$ cat config.mk
export PLATFORM = sky130hd
export DESIGN_NAME = eip_mac
export DESIGN_NICKNAME = d
export VERILOG_FILES = /design/src/sv/eip_pkg.sv /design/src/sv/eip_mac.sv
export SDC_FILE = /design/constraint.sdc
export NUM_CORES = 1
export LEC_CHECK = 0
export BUFFER_PORTS_ARGS = -buffer_cell sky130_fd_sc_hd__buf_2
export CAP_MARGIN = 20
export CORE_ASPECT_RATIO = 0.8
export CORE_MARGIN = 2
export CORE_UTILIZATION = 58
export DETAILED_ROUTE_END_ITERATION = 8
export GPL_ROUTABILITY_DRIVEN = 0
export PLACE_DENSITY = 0.77
export SLEW_MARGIN = 20
export SYNTH_ARGS = -nofsm -noshare
export SYNTH_HDL_FRONTEND = slang
export SYNTH_SLANG_ARGS = --single-unit
export TNS_END_PERCENT = 5
$ cat constraint.sdc
create_clock -name clk_i -period 3 [get_ports clk_i]
set_clock_uncertainty 0.2 [all_clocks]
set_input_delay 0.15 -clock clk_i [delete_from_list [all_inputs] [get_ports clk_i]]
set_output_delay 0.15 -clock clk_i [all_outputs]
set_load 0.01 [all_outputs]
$ cat src/sv/eip_pkg.sv
// ----------------------------------------------------------------------------
// eip_pkg
// Shared types, codes and constant functions of the importance pyramid.
// ----------------------------------------------------------------------------
package eip_pkg;

  // Default widest map width
  localparam int unsigned MaxWidthDef = 256;

  localparam int unsigned LumW  = 18;
  localparam int unsigned SinW  = 16;
  localparam int unsigned ChanW = 36;
  localparam int unsigned AccW  = ChanW + 2;

  // Function codes
  localparam logic [1:0] FnLoad  = 2'd0;
  localparam logic [1:0] FnBuild = 2'd1;
  localparam logic [1:0] FnRead  = 2'd2;

  // Status codes
  localparam logic [1:0] StsOk    = 2'd0;
  localparam logic [1:0] StsRange = 2'd1;
  localparam logic [1:0] StsEarly = 2'd2;

  // pi in Q4.60
  localparam logic [63:0] PiQ60 = 64'h3243F6A8885A308D;

  typedef struct packed {
    logic [1:0]  func;
    logic [7:0]  col;
    logic [6:0]  row;
    logic [2:0]  level;
    logic [15:0] red;
    logic [15:0] green;
    logic [15:0] blue;
  } in_t;

  typedef struct packed {
    logic [1:0]       status;
    logic [ChanW-1:0] chan0;
    logic [ChanW-1:0] chan1;
    logic [ChanW-1:0] chan2;
    logic [ChanW-1:0] chan3;
  } out_t;

  // Control that travels with each operand into the accumulator
  typedef struct packed {
    logic vld;
    logic first;
    logic last;
    logic mul;
    logic zero;
  } mac_tag_t;

  // Q60 product, elaboration only
  function automatic logic [63:0] mul_q60(logic [63:0] a, logic [63:0] b);
    logic [127:0] prod;
    prod = {64'd0, a} * {64'd0, b};
    return prod[123:60];
  endfunction

  // Unsigned quotient by shift and subtract, elaboration only
  function automatic logic [63:0] udiv64(logic [63:0] a, logic [63:0] b);
    logic [63:0] quo;
    logic [64:0] rem;
    quo = '0;
    rem = '0;
    for (int i = 63; i >= 0; i--) begin
      rem = {rem[63:0], a[i]};
      if (rem >= {1'b0, b}) begin
        rem    = rem - {1'b0, b};
        quo[i] = 1'b1;
      end
    end
    return quo;
  endfunction

  // floor(65536 * sin(pi * (2r+1) / 2^w)) by Taylor series, elaboration only
  function automatic logic [15:0] sine_q16(int unsigned r, int unsigned w);
    logic [63:0]  n;
    logic [63:0]  full;
    logic [63:0]  q;
    logic [63:0]  rem;
    logic [63:0]  x;
    logic [63:0]  x2;
    logic [63:0]  sum;
    logic [63:0]  term;
    logic [63:0]  dv;
    logic [63:0]  s;
    logic [127:0] rn;
    n    = 64'(2 * r + 1);
    full = 64'd1 << w;
    if (n > (full >> 1)) begin
      n = full - n;
    end
    q   = PiQ60 >> w;
    rem = PiQ60 & (full - 64'd1);
    rn  = {64'd0, rem} * {64'd0, n};
    x   = q * n + 64'(rn >> w);
    x2  = mul_q60(x, x);
    sum  = x;
    term = x;
    for (int unsigned k = 1; k <= 12; k++) begin
      dv   = 64'((2 * k) * (2 * k + 1));
      term = udiv64(mul_q60(term, x2), dv);
      if (k % 2 == 1) begin
        sum = sum - term;
      end else begin
        sum = sum + term;
      end
    end
    s = sum >> 44;
    return (s > 64'd65535) ? 16'hFFFF : s[15:0];
  endfunction

endpackage

$ cat src/sv/eip_mac.sv
// ----------------------------------------------------------------------------
// eip_mac
// Shared multiply-accumulate unit: sums four operands per channel and
// returns the quarter of the sum.
// ----------------------------------------------------------------------------
module eip_mac (
  input  logic                         clk_i,
  input  logic                         rst_ni,
  input  eip_pkg::mac_tag_t            tag_i,
  input  logic [eip_pkg::LumW-1:0]     lum_i,
  input  logic [eip_pkg::SinW-1:0]     sin_i,
  input  logic [eip_pkg::ChanW-1:0]    tex_i,
  output logic                         done_o,
  output logic [eip_pkg::ChanW-1:0]    res_o
);

  eip_pkg::mac_tag_t              tag_q;
  logic [eip_pkg::ChanW-1:0]      opnd_q;
  logic [eip_pkg::ChanW-1:0]      opnd_d;
  logic [eip_pkg::AccW-1:0]       acc_q;
  logic                           done_q;

  // Select the operand: weighted luminance, child channel or zero
  always_comb begin
    if (tag_i.zero) begin
      opnd_d = '0;
    end else if (tag_i.mul) begin
      opnd_d = eip_pkg::ChanW'(lum_i * sin_i);
    end else begin
      opnd_d = tex_i;
    end
  end

  // Register the operand, then accumulate
  always_ff @(posedge clk_i or negedge rst_ni) begin
    if (!rst_ni) begin
      tag_q  <= '0;
      done_q <= 1'b0;
    end else begin
      tag_q  <= tag_i;
      done_q <= tag_q.vld && tag_q.last;
    end
  end

  always_ff @(posedge clk_i) begin
    opnd_q <= opnd_d;
    if (tag_q.vld) begin
      if (tag_q.first) begin
        acc_q <= eip_pkg::AccW'(opnd_q);
      end else begin
        acc_q <= acc_q + eip_pkg::AccW'(opnd_q);
      end
    end
  end

  assign done_o = done_q;
  assign res_o  = acc_q[eip_pkg::AccW-1:2];

endmodule

* After elaboration in Yosys (flattened, before gate mapping)
Cells that the tools add are included.
** Word-level totals
- Bits in registers :: 78
- Bits in latches :: 0
- Memory bits (writable) :: 0
- Memory bits (read-only) :: 0
- Input port bits :: 77
- Output and inout port bits :: 37
- Memories :: 0
** Cells by class
- Add/subtract/negate cells :: 1
- $mul :: 1
- Divide/modulo/power cells :: 0
- $lt $le $gt $ge :: 0
- Equality and inequality tests :: 0
- Shift operators :: 0
- Mux-type cells :: 2
- Bitwise gates (word level) :: 0
- Reductions and logical operators :: 2
** Operator list (number)
- $add 38x36->38 :: 1
- $mux 36 :: 1
- $mul 18x16->34 :: 1
- $mux 34 :: 1
- $reduce_or 2->1 :: 1
- $logic_and 1x1->1 :: 1

* Logic depth before layout (Yosys ltp)
Gate-level depths: netlist (run 1).
- Depth after elaboration :: 2
- Mapped depth :: 24

* Worst setup path after synthesis (run 1)
OpenSTA, ideal clock, no wires.
- Kind :: input -> register
- Start :: input sin_i[7] in the netlist's numbering
- End :: register opnd_q[32] in the netlist's numbering
- Arrival time :: 5.668 ns
- Setup slack :: -2.990 ns
- Stages :: 22
- Path buffers :: 3
- Cell sequence :: clkbuf_1 > clkbuf_1 > nand2_1 > fa_1 > inv_1 > fa_1 > fa_1 > fa_1 > fa_1 > inv_1 > fa_1 > inv_1 > ha_1 > clkbuf_1 > a21o_1 > a21oi_1 > o21ai_0 > a21o_1 > o2111a_1 > o31ai_2 > nor4_1 > a311o_1
** Between the ends
- Cells in the longest elaborated chain, start to end :: 2
** RTL lines
- from (decl) :: line eip_mac.sv:11 : input logic [eip_pkg::SinW-1:0] sin_i,
- $mul 18x16->34 :: line eip_mac.sv:28 : opnd_d = eip_pkg::ChanW'(lum_i * sin_i);
- $mux 34 :: line eip_mac.sv:27 : end else if (tag_i.mul) begin
- to (signal assigned) :: line eip_mac.sv:46 : opnd_q <= opnd_d;
- to (decl) :: line eip_mac.sv:18 : logic [eip_pkg::ChanW-1:0] opnd_q;
No other way between the ends.
A chain may end at the register's enable or synchronous reset.

* Worst setup path after layout (run 1)
- Start :: input lum_i[8] in the netlist's numbering
- End :: register opnd_q[32] in the netlist's numbering
** Between the ends
- Cells in the longest elaborated chain, start to end :: 2
** RTL lines
- from (decl) :: line eip_mac.sv:10 : input logic [eip_pkg::LumW-1:0] lum_i,
- $mul 18x16->34 :: line eip_mac.sv:28
- $mux 34 :: line eip_mac.sv:27
No other way between the ends.

==> impl_summary.log, run 1 <==
INFO  metric grtUsageMet2 = 0.523
INFO  metric synth.top_cell.area_share = 0.303
INFO  metric gr-total-overflow = 0
INFO  metric clk_pin_slew = 60 ps
INFO  metric util_after_layout = 0.724
INFO  metric grt_start_max_net_pins = 50
INFO  metric drt-pass1-iter-count = 6
INFO  metric ys_warns = 0
INFO  metric seqCellArea = 0.00196 mm^2
INFO  metric layout-drive-gt1-share = 0.236
INFO  metric first_iter_violations = 988
INFO  metric final_critical_path_setup_slack = -2620 ps
INFO  metric setup_violations = 31
INFO  metric grtUsageMet3 = 0.0364
INFO  metric tritoncts = yes
INFO  metric detailroute.via_count = 13.1k
INFO  metric count_of_maximum_capacitance_violations = 0
INFO  metric hold_crit_path_type = in2reg
INFO  metric max-clock-path-buffers = 2
INFO  metric ys_async_sr_fraction = 0.0513
INFO  metric finalCritPeriodShare = 1.87
INFO  metric fp.coreArea = roughly 0.025 mm^2
INFO  metric timing_max_transition_violations_final = 0
INFO  metric grt_util_all_layers = 0.306
INFO  metric setup-tns-final = -57860 ps
INFO  metric timing.max_slew.rel_slack = 0.452
INFO  metric tritoncts.num_buffers = 9
INFO  metric data_required_critical_path = 3040 ps
INFO  metric clk_latency = 350 ps
INFO  metric crit_type = in2reg
INFO  metric postRouteAntennaNets = 0
INFO  metric ys.flop_type = sky130_fd_sc_hd__edfxtp_1
INFO  metric dieHeight = 147 um
INFO  metric start_util = 0.587
INFO  metric synth.cell_area = around 0.015 mm^2
INFO  metric finished_cell_area = 0.0182 mm^2
INFO  metric timing.fmax = between 150 and 200 MHz
INFO  metric antenna_violations_before_repair = 0
INFO  metric post_synth_inst_count = 1694
INFO  metric io_buffer_count = 113
INFO  metric drcViolationCount = 0
INFO  metric worst_hold_slack = around 39 ps
INFO  metric die_area = 0.0267 mm^2
INFO  metric worstSetupStartpointType = input pin
INFO  metric seq_area_frac_synth = 0.133
INFO  metric cp_max_fo = 12
INFO  metric synthesis.area_per_instance = roughly 8.7 um^2
INFO  metric dp_hpwl = 31300 um
INFO  metric critical_path.endpoint_type = flip-flop
INFO  metric rsz0062_at_grt = true
INFO  metric synth_net_count = 2136
INFO  metric failed_checks = negative setup slack
INFO  metric h_tree_lvls = 3
INFO  metric post-synth-top-area-cell = sky130_fd_sc_hd__fa_1
INFO  metric timing_worst_slew_pin_value = slightly above 800 ps
INFO  metric hold_fails_final_rpt = 0
INFO  metric yosysUniqueCellTypes = 79
INFO  metric design.final.nets = 2416
INFO  metric num_rows = 52
INFO  metric multi_input_comb_area = around 0.012 mm^2
INFO  metric syn2layout_area_growth = 23.5%
INFO  metric fin_crit = 5620 ps
INFO  metric drt-total-wl = 40200 um
INFO  metric cts_sinks = between 70 and 80
INFO  metric flip_flop_and_latch_count_after_synthesis = 78
INFO  metric final_common_cell = sky130_fd_sc_hd__inv_1
INFO  metric netlist_top_cells_area = sky130_fd_sc_hd__fa_1, sky130_fd_sc_hd__ha_1, sky130_fd_sc_hd__edfxtp_1
INFO  metric synth-edff-count = 38
INFO  metric insertedDiodeCount = 0
INFO  metric drt-vias-per-instance = around 5.7
INFO  metric gr-usage-met1 = 0.402
INFO  metric cts.root.buffer_cell = sky130_fd_sc_hd__clkbuf_16
INFO  metric run_status = finished, violations left
INFO  metric global_route_wire_length_before_repair = between 60000 and 70000 um
INFO  metric io_pins = 114
INFO  metric layout.filler_cells = roughly 1.7k
INFO  metric wl_per_cell = 17.4 um
INFO  metric first_global_vias = 13.9k
INFO  metric grt_busiest_layer = met2
INFO  metric mostFrequentLayoutCells = sky130_fd_sc_hd__inv_1, sky130_fd_sc_hd__nand2_1, sky130_fd_sc_hd__fa_1
INFO  metric crit_arrival = 5660 ps
INFO  metric detailed_place.area = 0.0168 mm^2
INFO  metric die_w = 182 um
sequential cells by signal (all words and copies together), names as in the netlist:
signal	count
acc_q	38
opnd_q	36
done_o	1
tag_q	3
cell usage after synthesis (9+ instances only):
| library cell | n |
|---|---|
| sky130_fd_sc_hd__xor2_1 | 21 |
| sky130_fd_sc_hd__nand4_1 | 13 |
| sky130_fd_sc_hd__buf_4 | 39 |
| sky130_fd_sc_hd__ha_1 | 142 |
| sky130_fd_sc_hd__clkbuf_1 | 58 |
| sky130_fd_sc_hd__nand3_1 | 13 |
| sky130_fd_sc_hd__a211oi_1 | 15 |
| sky130_fd_sc_hd__dfxtp_1 | 36 |
| sky130_fd_sc_hd__o21ai_0 | 77 |
| sky130_fd_sc_hd__mux2i_1 | 13 |
| sky130_fd_sc_hd__edfxtp_1 | 38 |
| sky130_fd_sc_hd__nand2_1 | 254 |
| sky130_fd_sc_hd__xnor2_1 | 34 |
| sky130_fd_sc_hd__fa_1 | 223 |
| sky130_fd_sc_hd__and2_1 | 134 |
| sky130_fd_sc_hd__inv_1 | 265 |
| sky130_fd_sc_hd__nor3_1 | 9 |
| sky130_fd_sc_hd__nor2_1 | 78 |
| sky130_fd_sc_hd__a21oi_1 | 68 |
| sky130_fd_sc_hd__a21o_1 | 24 |
cells by family after synthesis:
group,Yosys count,synth area share
XOR/XNOR,55,0.0327
AO/OA/AOI/OAI,269,0.118
buffers and inverters,371,0.109
flip-flops,78,0.133
multiplexers,17,0.0119
AND/OR/NAND/NOR,539,0.172
adder cells (fa/ha/maj),365,0.424
metrics by stage:
step	instances	worst slack, ps
2_1_floorplan	1694	-2650
3_3_place_gp	2243	-3070
3_5_place_dp	2243	-3160
4_1_cts	2298	-2680
5_1_grt	2302	-2790
6_report	2302	-2620
worst max-delay path: stages:
cell                       delay, ps
sky130_fd_sc_hd__buf_4           170
sky130_fd_sc_hd__buf_4           160
sky130_fd_sc_hd__buf_4           130
sky130_fd_sc_hd__and2_1          170
sky130_fd_sc_hd__fa_1            560
sky130_fd_sc_hd__fa_1            440
sky130_fd_sc_hd__fa_1            550
sky130_fd_sc_hd__fa_1            440
sky130_fd_sc_hd__fa_1            490
sky130_fd_sc_hd__inv_1            50
sky130_fd_sc_hd__fa_1            470
sky130_fd_sc_hd__inv_1            40
sky130_fd_sc_hd__ha_1            290
sky130_fd_sc_hd__a21o_1          180
sky130_fd_sc_hd__a21oi_1         170
sky130_fd_sc_hd__o21ai_1         100
sky130_fd_sc_hd__a21o_1          170
sky130_fd_sc_hd__o2111a_1        280
sky130_fd_sc_hd__o31ai_4         330
sky130_fd_sc_hd__nor4_2           60
sky130_fd_sc_hd__a311o_1         260
repair_timing:
item | CTS | global route
setup buffers | 0 | 4
endpoints found under the hold margin | 42 | 0
gates cloned | 0 | 0
endpoints found under the setup margin | 37 | 49
hold buffers | 40 | 0
pin swaps | 18 | 44
gates resized for setup | 59 | 84
layout make-up:
cell class | instances | area share
tap | 324 | 0.0223
sequential | 78 | 0.108
clock buffer | 13 | 0.0161
multi-input combinational | 1245 | 0.644
clock inverter | 2 | 0.000619
timing repair buffer | 375 | 0.154
inverter | 265 | 0.0547
worst paths after layout:
check / startpoint / to / slack [ps] / depth (start not counted)
setup / recovery: lum_i[8] / opnd_q[32]$_SDFF_PP0_ / -2620 / 21
hold / removal: tag_i[0] / opnd_q[14]$_SDFF_PP0_ / 40 / 2
setup reg to reg: acc_q[0]$_DFFE_PP_ / acc_q[22]$_DFFE_PP_ / -70 / 11
hold reg to reg: tag_q[2]$_DFF_PN0_ / done_o$_DFF_PN0_ / 300 / 1
max in group asynchronous: rst_ni / tag_q[3]$_DFF_PN0_ / 1830 / 3
min in group asynchronous: rst_ni / tag_q[2]$_DFF_PN0_ / 560 / 3
per-layer routing:
layer / routed length (um) / vias to the layer above
met2: 19600 / 569
met4: 1650 / 0
met1: 16300 / 6438
met5: 0 / -
met3: 2640 / 154
li1: - / 5944
Power of run 1 is not shown: default switching activity piles up to over one toggle a cycle in this logic, so the estimate is an artifact.
==> run 2: changes to the inputs <==
- BUFFER_PORTS_ARGS: -buffer_cell sky130_fd_sc_hd__buf_2 -> -buffer_cell sky130_fd_sc_hd__buf_4
- clock period: 3 -> 5.5 ns (I/O delays scaled with it)
==> impl_summary.log, run 2 (synthesis results as in run 1) <==
INFO  metric mostFrequentLayoutCells = sky130_fd_sc_hd__inv_1, sky130_fd_sc_hd__nand2_1, sky130_fd_sc_hd__buf_4 (was sky130_fd_sc_hd__inv_1, sky130_fd_sc_hd__nand2_1, sky130_fd_sc_hd__fa_1)
INFO  metric data_required_critical_path = 5540 ps (was 3040 ps)
INFO  metric place.detailed.instances = 2162 (was 2243)
INFO  metric fin_crit = approximately 5700 ps
INFO  metric clk_pin_slew = 60 ps (about the same)
INFO  metric detailroute.via_count = 12.6k (was 13.1k)
INFO  metric first_global_vias = 13.2k (was 13.9k)
INFO  metric design.final.nets = 2326 (was 2416)
INFO  metric worstSetupStartpointType = input pin (unchanged)
INFO  metric cp_max_fo = 9 (was 12)
INFO  metric cts_sinks = 78 (unchanged)
INFO  metric drt-total-wl = 37900 um (was 40200 um)
INFO  metric io_pins = 114 (unchanged)
INFO  metric critical_path.endpoint_type = flip-flop (unchanged)
INFO  metric timing.reg2reg.setup_slack = 2140 ps (was -70 ps)
INFO  metric timing.max_slew.rel_slack = 0.383 (was 0.452)
INFO  metric grt_start_max_net_pins = 73 (was 50)
INFO  metric hold_crit_path_type = in2reg (unchanged)
INFO  metric critical_path.startpoint = lum_i[3] (was lum_i[8])
INFO  metric final_critical_path_setup_slack = -174 ps (was -2620 ps)
INFO  metric setup_violations = 9 (was 31)
INFO  metric drt-pass1-iter-count = 6 (unchanged)
INFO  metric largest_registers_in_the_final_layout = acc_q: 38 flops, opnd_q: 36 flops, tag_q: 3 flops (unchanged)
INFO  metric first_iter_violations = 1187 (was 988)
INFO  metric crit_arrival = 5720 ps (was 5660 ps)
INFO  metric max-clock-path-buffers = 2 (unchanged)
INFO  metric regToRegEndpoint = acc_q[37]$_SDFFCE_PP0P_ (was acc_q[22]$_DFFE_PP_)
INFO  metric io_buffer_count = 113 (unchanged)
INFO  metric die_w = 182 um (unchanged)
INFO  metric tritoncts.num_buffers = 9 (unchanged)
INFO  metric cts.root.buffer_cell = sky130_fd_sc_hd__clkbuf_16 (unchanged)
INFO  metric syn2layout_area_growth = 19.1% (was 23.5%)
INFO  metric die_area = 0.0267 mm^2 (unchanged)
INFO  metric largest_register_ff_count = 38 (unchanged)
INFO  metric whs_endpoint = opnd_q[9]$_SDFF_PP0_ (was opnd_q[14]$_SDFF_PP0_)
INFO  metric tritoncts = yes (unchanged)
INFO  metric critical-path-max-stage-delay = 570 ps (was 560 ps)
INFO  metric seqCellArea = 0.00196 mm^2 (unchanged)
INFO  metric timing.fmax = 176 MHz
INFO  metric dieHeight = 147 um (unchanged)
INFO  metric antenna_violations_before_repair = 0 (unchanged)
INFO  metric dp_hpwl = 30700 um (was 31300 um)
INFO  metric drt-vias-per-instance = 5.69 (about the same)
INFO  metric timing_worst_slew_pin_value = 920 ps (was 823 ps)
INFO  metric setup-tns-final = -918 ps (was -57860 ps)
INFO  metric wl_per_cell = 17.1 um (was 17.4 um)
INFO  metric layout.filler_cells = 1881 (was 1732)
INFO  metric rsz0062_at_grt = true (unchanged)
INFO  metric worstHoldStart = tex_i[9] (was tag_i[0])
INFO  metric fp.coreArea = 0.0251 mm^2 (unchanged)
INFO  metric h_tree_lvls = 3 (unchanged)
INFO  metric cp_num_buf_inv = 7 (was 5)
INFO  metric crit_type = in2reg (unchanged)
INFO  metric count_of_maximum_capacitance_violations = 0 (unchanged)
INFO  metric top_register = acc_q (unchanged)
INFO  metric global_route_wire_length_before_repair = 63400 um (was 66000 um)
INFO  metric finalCritPeriodShare = 1.03
INFO  metric gr-total-overflow = 0 (unchanged)
INFO  metric timing_max_transition_violations_final = 0 (unchanged)
INFO  metric insertedDiodeCount = 0 (unchanged)
INFO  metric timing.hold.worst_path_depth = 3 (was 2)
INFO  metric grt_util_all_layers = 0.294 (was 0.306)
INFO  metric rr_startpoint = acc_q[7]$_DFFE_PP_ (was acc_q[0]$_DFFE_PP_)
INFO  metric worst_hold_slack = -7.53 ps (was 39.0 ps)
INFO  metric cpMaxStageDelayCell = sky130_fd_sc_hd__fa_1 (unchanged)
INFO  metric final-instance-count-excl-fill = 2213 (was 2302)
INFO  metric final_common_cell = sky130_fd_sc_hd__inv_1 (unchanged)
INFO  metric hold_fails_final_rpt = 1 (was 0)
INFO  metric layout-drive-gt1-share = 0.192 (was 0.236)
INFO  metric failed_checks = negative hold slack, negative setup slack (was negative setup slack)
INFO  metric worstPathCellList = buf_4, buf_12, and2_4, fa_1, fa_1, fa_1, fa_1, fa_1, inv_1, fa_1, inv_1, ha_1, buf_4, a21oi_2, o21ai_1, inv_1, o31ai_1, buf_4, a21o_1, a221oi_2, xnor2_1, a211oi_1 (was buf_4, buf_4, buf_4, and2_1, fa_1, fa_1, fa_1, fa_1, fa_1, inv_1, fa_1, inv_1, ha_1, a21o_1, a21oi_1, o21ai_1, a21o_1, o2111a_1, o31ai_4, nor4_2, a311o_1)
INFO  metric drcViolationCount = 0 (unchanged)
INFO  metric start_util = 0.587 (unchanged)
INFO  metric num_rows = 52 (unchanged)
INFO  metric cp_top_family = adder cells (unchanged)
INFO  metric clk_latency = 350 ps (about the same)
INFO  metric reg2regPathDepth = 9 (was 11)
INFO  metric run_status = finished, violations left (unchanged)
INFO  metric postRouteAntennaNets = 0 (unchanged)
INFO  metric multi_input_comb_area = 0.0116 mm^2 (was 0.0117 mm^2)
INFO  metric critical_path.most_common_cell = sky130_fd_sc_hd__fa_1 (unchanged)
[run 2: worst register-to-register path, delay by kind of cell, from the launching register on]
kind	cells	cell delay (ps)
fa+ha+maj	1	390
simple gates	3	570
mux	1	300
flops	1	400
compound gates	4	1260
[run 2: per-layer routing]
layer / vias up / share of wire / global-route usage
li1: 5768 / - / -
met1: 6196 / 0.42 / 0.394
met2: 534 / 0.48 / 0.503
met3: 100 / 0.070 / 0.0432
met4: 0 / 0.028 / 0.0815
met5: - / 0 / 0
[run 2: worst max path at each step]
stage,endpoint,slack [ps],cells past startpoint
after floorplan,opnd_q[32]$_SDFF_PP0_,-270,22
after global placement,opnd_q[30]$_SDFF_PP0_,-680,24
after detailed placement,opnd_q[33]$_SDFF_PP0_,-800,21
after CTS,opnd_q[32]$_SDFF_PP0_,-170,22
after global routing,opnd_q[33]$_SDFF_PP0_,-330,22
final,opnd_q[33]$_SDFF_PP0_,-170,22
[run 2: metrics by stage]
step	setup slack, ps	utilization	instance area [um^2]	hold WS (ps)
floorplan	-270	-	14900	-221
global placement	-680	0.656	16500	-129
detailed placement	-802	0.656	16500	-127
CTS	-167	0.689	17300	1.04
global route	-330	0.699	17500	16.0
finish	-174	0.699	17500	-7.53
[run 2: what timing repair did]
item / 4_1_cts / 5_1_grt
setup endpoints to repair: 11 / 14
buffers inserted: 6 / 3
pin swaps: 33 / 48
gates resized for setup: 38 / 50
hold buffers: 26 / 0
endpoints found under the hold margin: 29 / 0
[run 2: cell type report]
cell class / instances / share of cell area
multi-input cells: 1245 / 0.658
repair buffers: 285 / 0.132
flip-flops and latches: 78 / 0.112
inverters: 265 / 0.0567
well taps: 324 / 0.0231
clock buffers: 13 / 0.0155
clock inverters: 3 / 0.00235
Power of run 2 is left out for the same reason.
==> run 3: changes to the inputs <==
- PLACE_DENSITY: 0.77 -> 0.88
==> impl_summary.log, run 3 (synthesis results as in run 1) <==
INFO  metric util_after_layout = 0.692 (was 0.699)
INFO  metric worst_hold_slack = 1.63 ps (was -7.53 ps)
INFO  metric start_util = 0.587 (unchanged)
INFO  metric io_buffer_count = 113 (unchanged)
INFO  metric crit_arrival = 5750 ps (was 5720 ps)
INFO  metric final_critical_path_setup_slack = -217 ps (was -174 ps)
INFO  metric final_common_cell = sky130_fd_sc_hd__inv_1 (unchanged)
INFO  metric wl_per_cell = 18.1 um (was 17.1 um)
INFO  metric global_route_wire_length_before_repair = 65100 um (was 63400 um)
INFO  metric cpMaxStageDelayCell = sky130_fd_sc_hd__fa_1 (unchanged)
INFO  metric clk_pin_slew = 60 ps (about the same)
INFO  metric top_register = acc_q (unchanged)
INFO  metric syn2layout_area_growth = 18.0% (was 19.1%)
INFO  metric whs_endpoint = opnd_q[0]$_SDFF_PP0_ (was opnd_q[9]$_SDFF_PP0_)
INFO  metric drt-vias-per-instance = 5.88 (was 5.69)
INFO  metric gr-total-overflow = 0 (unchanged)
INFO  metric timing.fmax = 175 MHz (was 176 MHz)
INFO  metric clk_latency = 350 ps (about the same)
INFO  metric postRouteAntennaNets = 0 (unchanged)
INFO  metric timing_max_transition_violations_final = 0 (unchanged)
INFO  metric largest_register_ff_count = 38 (unchanged)
INFO  metric regToRegEndpoint = acc_q[37]$_SDFFCE_PP0P_ (unchanged)
INFO  metric cp_top_family = adder cells (unchanged)
INFO  metric fp.coreArea = 0.0251 mm^2 (unchanged)
INFO  metric tritoncts.num_buffers = 9 (unchanged)
INFO  metric dp_hpwl = 31800 um (was 30700 um)
INFO  metric finalCritPeriodShare = 1.04 (was 1.03)
INFO  metric worstSetupStartpointType = input pin (unchanged)
INFO  metric grt_start_max_net_pins = 73 (unchanged)
INFO  metric rsz0062_at_grt = true (unchanged)
INFO  metric setup_violations = 6 (was 9)
INFO  metric hold_fails_final_rpt = 0 (was 1)
INFO  metric rr_startpoint = acc_q[2]$_DFFE_PP_ (was acc_q[7]$_DFFE_PP_)
INFO  metric run_status = finished, violations left (unchanged)
INFO  metric worstPathCellList = buf_12, buf_4, and2_1, fa_1, inv_1, fa_2, inv_1, fa_1, fa_2, fa_1, inv_1, fa_1, inv_1, ha_1, a21o_1, o21ba_4, o21ai_1, a21o_1, o2111a_1, o31ai_4, nor4_2, a311o_1 (was buf_4, buf_12, and2_4, fa_1, fa_1, fa_1, fa_1, fa_1, inv_1, fa_1, inv_1, ha_1, buf_4, a21oi_2, o21ai_1, inv_1, o31ai_1, buf_4, a21o_1, a221oi_2, xnor2_1, a211oi_1)
INFO  metric timing.max_slew.rel_slack = 0.470 (was 0.383)
INFO  metric count_of_maximum_capacitance_violations = 0 (unchanged)
INFO  metric crit_type = in2reg (unchanged)
INFO  metric die_w = 182 um (unchanged)
INFO  metric reg2regPathDepth = 9 (unchanged)
INFO  metric design.final.nets = 2327 (was 2326)
INFO  metric detailroute.via_count = 13.0k (was 12.6k)
INFO  metric critical_path.endpoint_type = flip-flop (unchanged)
INFO  metric drcViolationCount = 0 (unchanged)
INFO  metric max-clock-path-buffers = 2 (unchanged)
INFO  metric num_rows = 52 (unchanged)
INFO  metric worstHoldStart = tex_i[0] (was tex_i[9])
INFO  metric timing.hold.worst_path_depth = 3 (unchanged)
INFO  metric dieHeight = 147 um (unchanged)
INFO  metric failed_checks = negative setup slack (was negative hold slack, negative setup slack)
INFO  metric data_required_critical_path = 5530 ps (was 5540 ps)
INFO  metric largest_registers_in_the_final_layout = acc_q: 38 flops, opnd_q: 36 flops, tag_q: 3 flops (unchanged)
INFO  metric tritoncts = yes (unchanged)
INFO  metric cts.root.buffer_cell = sky130_fd_sc_hd__clkbuf_16 (unchanged)
INFO  metric mostFrequentLayoutCells = sky130_fd_sc_hd__inv_1, sky130_fd_sc_hd__nand2_1, sky130_fd_sc_hd__buf_4 (unchanged)
INFO  metric timing.reg2reg.setup_slack = 2090 ps (was 2140 ps)
INFO  metric drt-total-wl = 40100 um (was 37900 um)
INFO  metric cp_max_fo = 13 (was 9)
INFO  metric h_tree_lvls = 3 (unchanged)
INFO  metric cp_num_buf_inv = 6 (was 7)
INFO  metric insertedDiodeCount = 0 (unchanged)
INFO  metric grt_util_all_layers = 0.302 (was 0.294)
INFO  metric fin_crit = 5720 ps (was 5670 ps)
INFO  metric cts_sinks = 78 (unchanged)
INFO  metric first_global_vias = 13.8k (was 13.2k)
INFO  metric antenna_violations_before_repair = 0 (unchanged)
INFO  metric drt-pass1-iter-count = 6 (unchanged)
INFO  metric io_pins = 114 (unchanged)
INFO  metric timing_worst_slew_pin_value = 794 ps (was 920 ps)
INFO  metric die_area = 0.0267 mm^2 (unchanged)
INFO  metric layout-drive-gt1-share = 0.182 (was 0.192)
INFO  metric hold_crit_path_type = in2reg (unchanged)
INFO  metric first_iter_violations = 1038 (was 1187)
INFO  metric critical-path-max-stage-delay = 540 ps (was 570 ps)
[run 3: area by class of cell]
class / instances / area (um^2)
multi-input cells: 1245 / 11400
well taps: 324 / 405
clock buffers: 10 / 229
fillers: 1759 / 7730
repair buffers: 286 / 2310
clock inverters: 6 / 62.6
inverters: 265 / 995
flip-flops and latches: 78 / 1970
[run 3: timing repair]
item,CTS,global route
pin swaps,17,31
gates resized for setup,25,32
hold buffers,27,0
setup buffers,2,4
setup endpoints to repair,11,15
hold endpoints to repair,30,0
[run 3: worst max-delay path by stage]
stage                        start                     to  slack (ps)  depth (start not counted)
after CTS                 sin_i[6]  opnd_q[26]$_SDFF_PP0_        -180                         20
after global placement    sin_i[4]  opnd_q[32]$_SDFF_PP0_        -510                         21
final                     sin_i[4]  opnd_q[32]$_SDFF_PP0_        -220                         22
after floorplan           sin_i[4]  opnd_q[32]$_SDFF_PP0_        -270                         22
after detailed placement  sin_i[4]  opnd_q[32]$_SDFF_PP0_        -680                         21
after global routing      sin_i[4]  opnd_q[32]$_SDFF_PP0_        -360                         22
[run 3: per-stage QoR]
stage | setup TNS [ps] | std cells | area, um^2 | worst slack (ps)
after CTS | -857 | 2210 | 17200 | -183
after floorplan | -1750 | 1694 | 14900 | -270
after global routing | -2990 | 2214 | 17400 | -358
final | -894 | 2214 | 17400 | -217
after detailed placement | -7540 | 2165 | 16500 | -678
after global placement | -5100 | 2165 | 16500 | -509
[run 3: tightest hold or removal path, stage by stage]
cell and delay [ps]:
sky130_fd_sc_hd__buf_4 120, sky130_fd_sc_hd__nand2_1 60, sky130_fd_sc_hd__a21oi_1 50
[run 3: metal layers]
layer / global-route usage / vias to the layer above / wire length (um)
li1: - / 5777 / -
met1: 0.377 / 6382 / 15500
met3: 0.0484 / 156 / 3390
met2: 0.524 / 693 / 19600
met4: 0.123 / 0 / 1640
met5: 0 / - / 0
Power of run 3 is left out for the same reason.
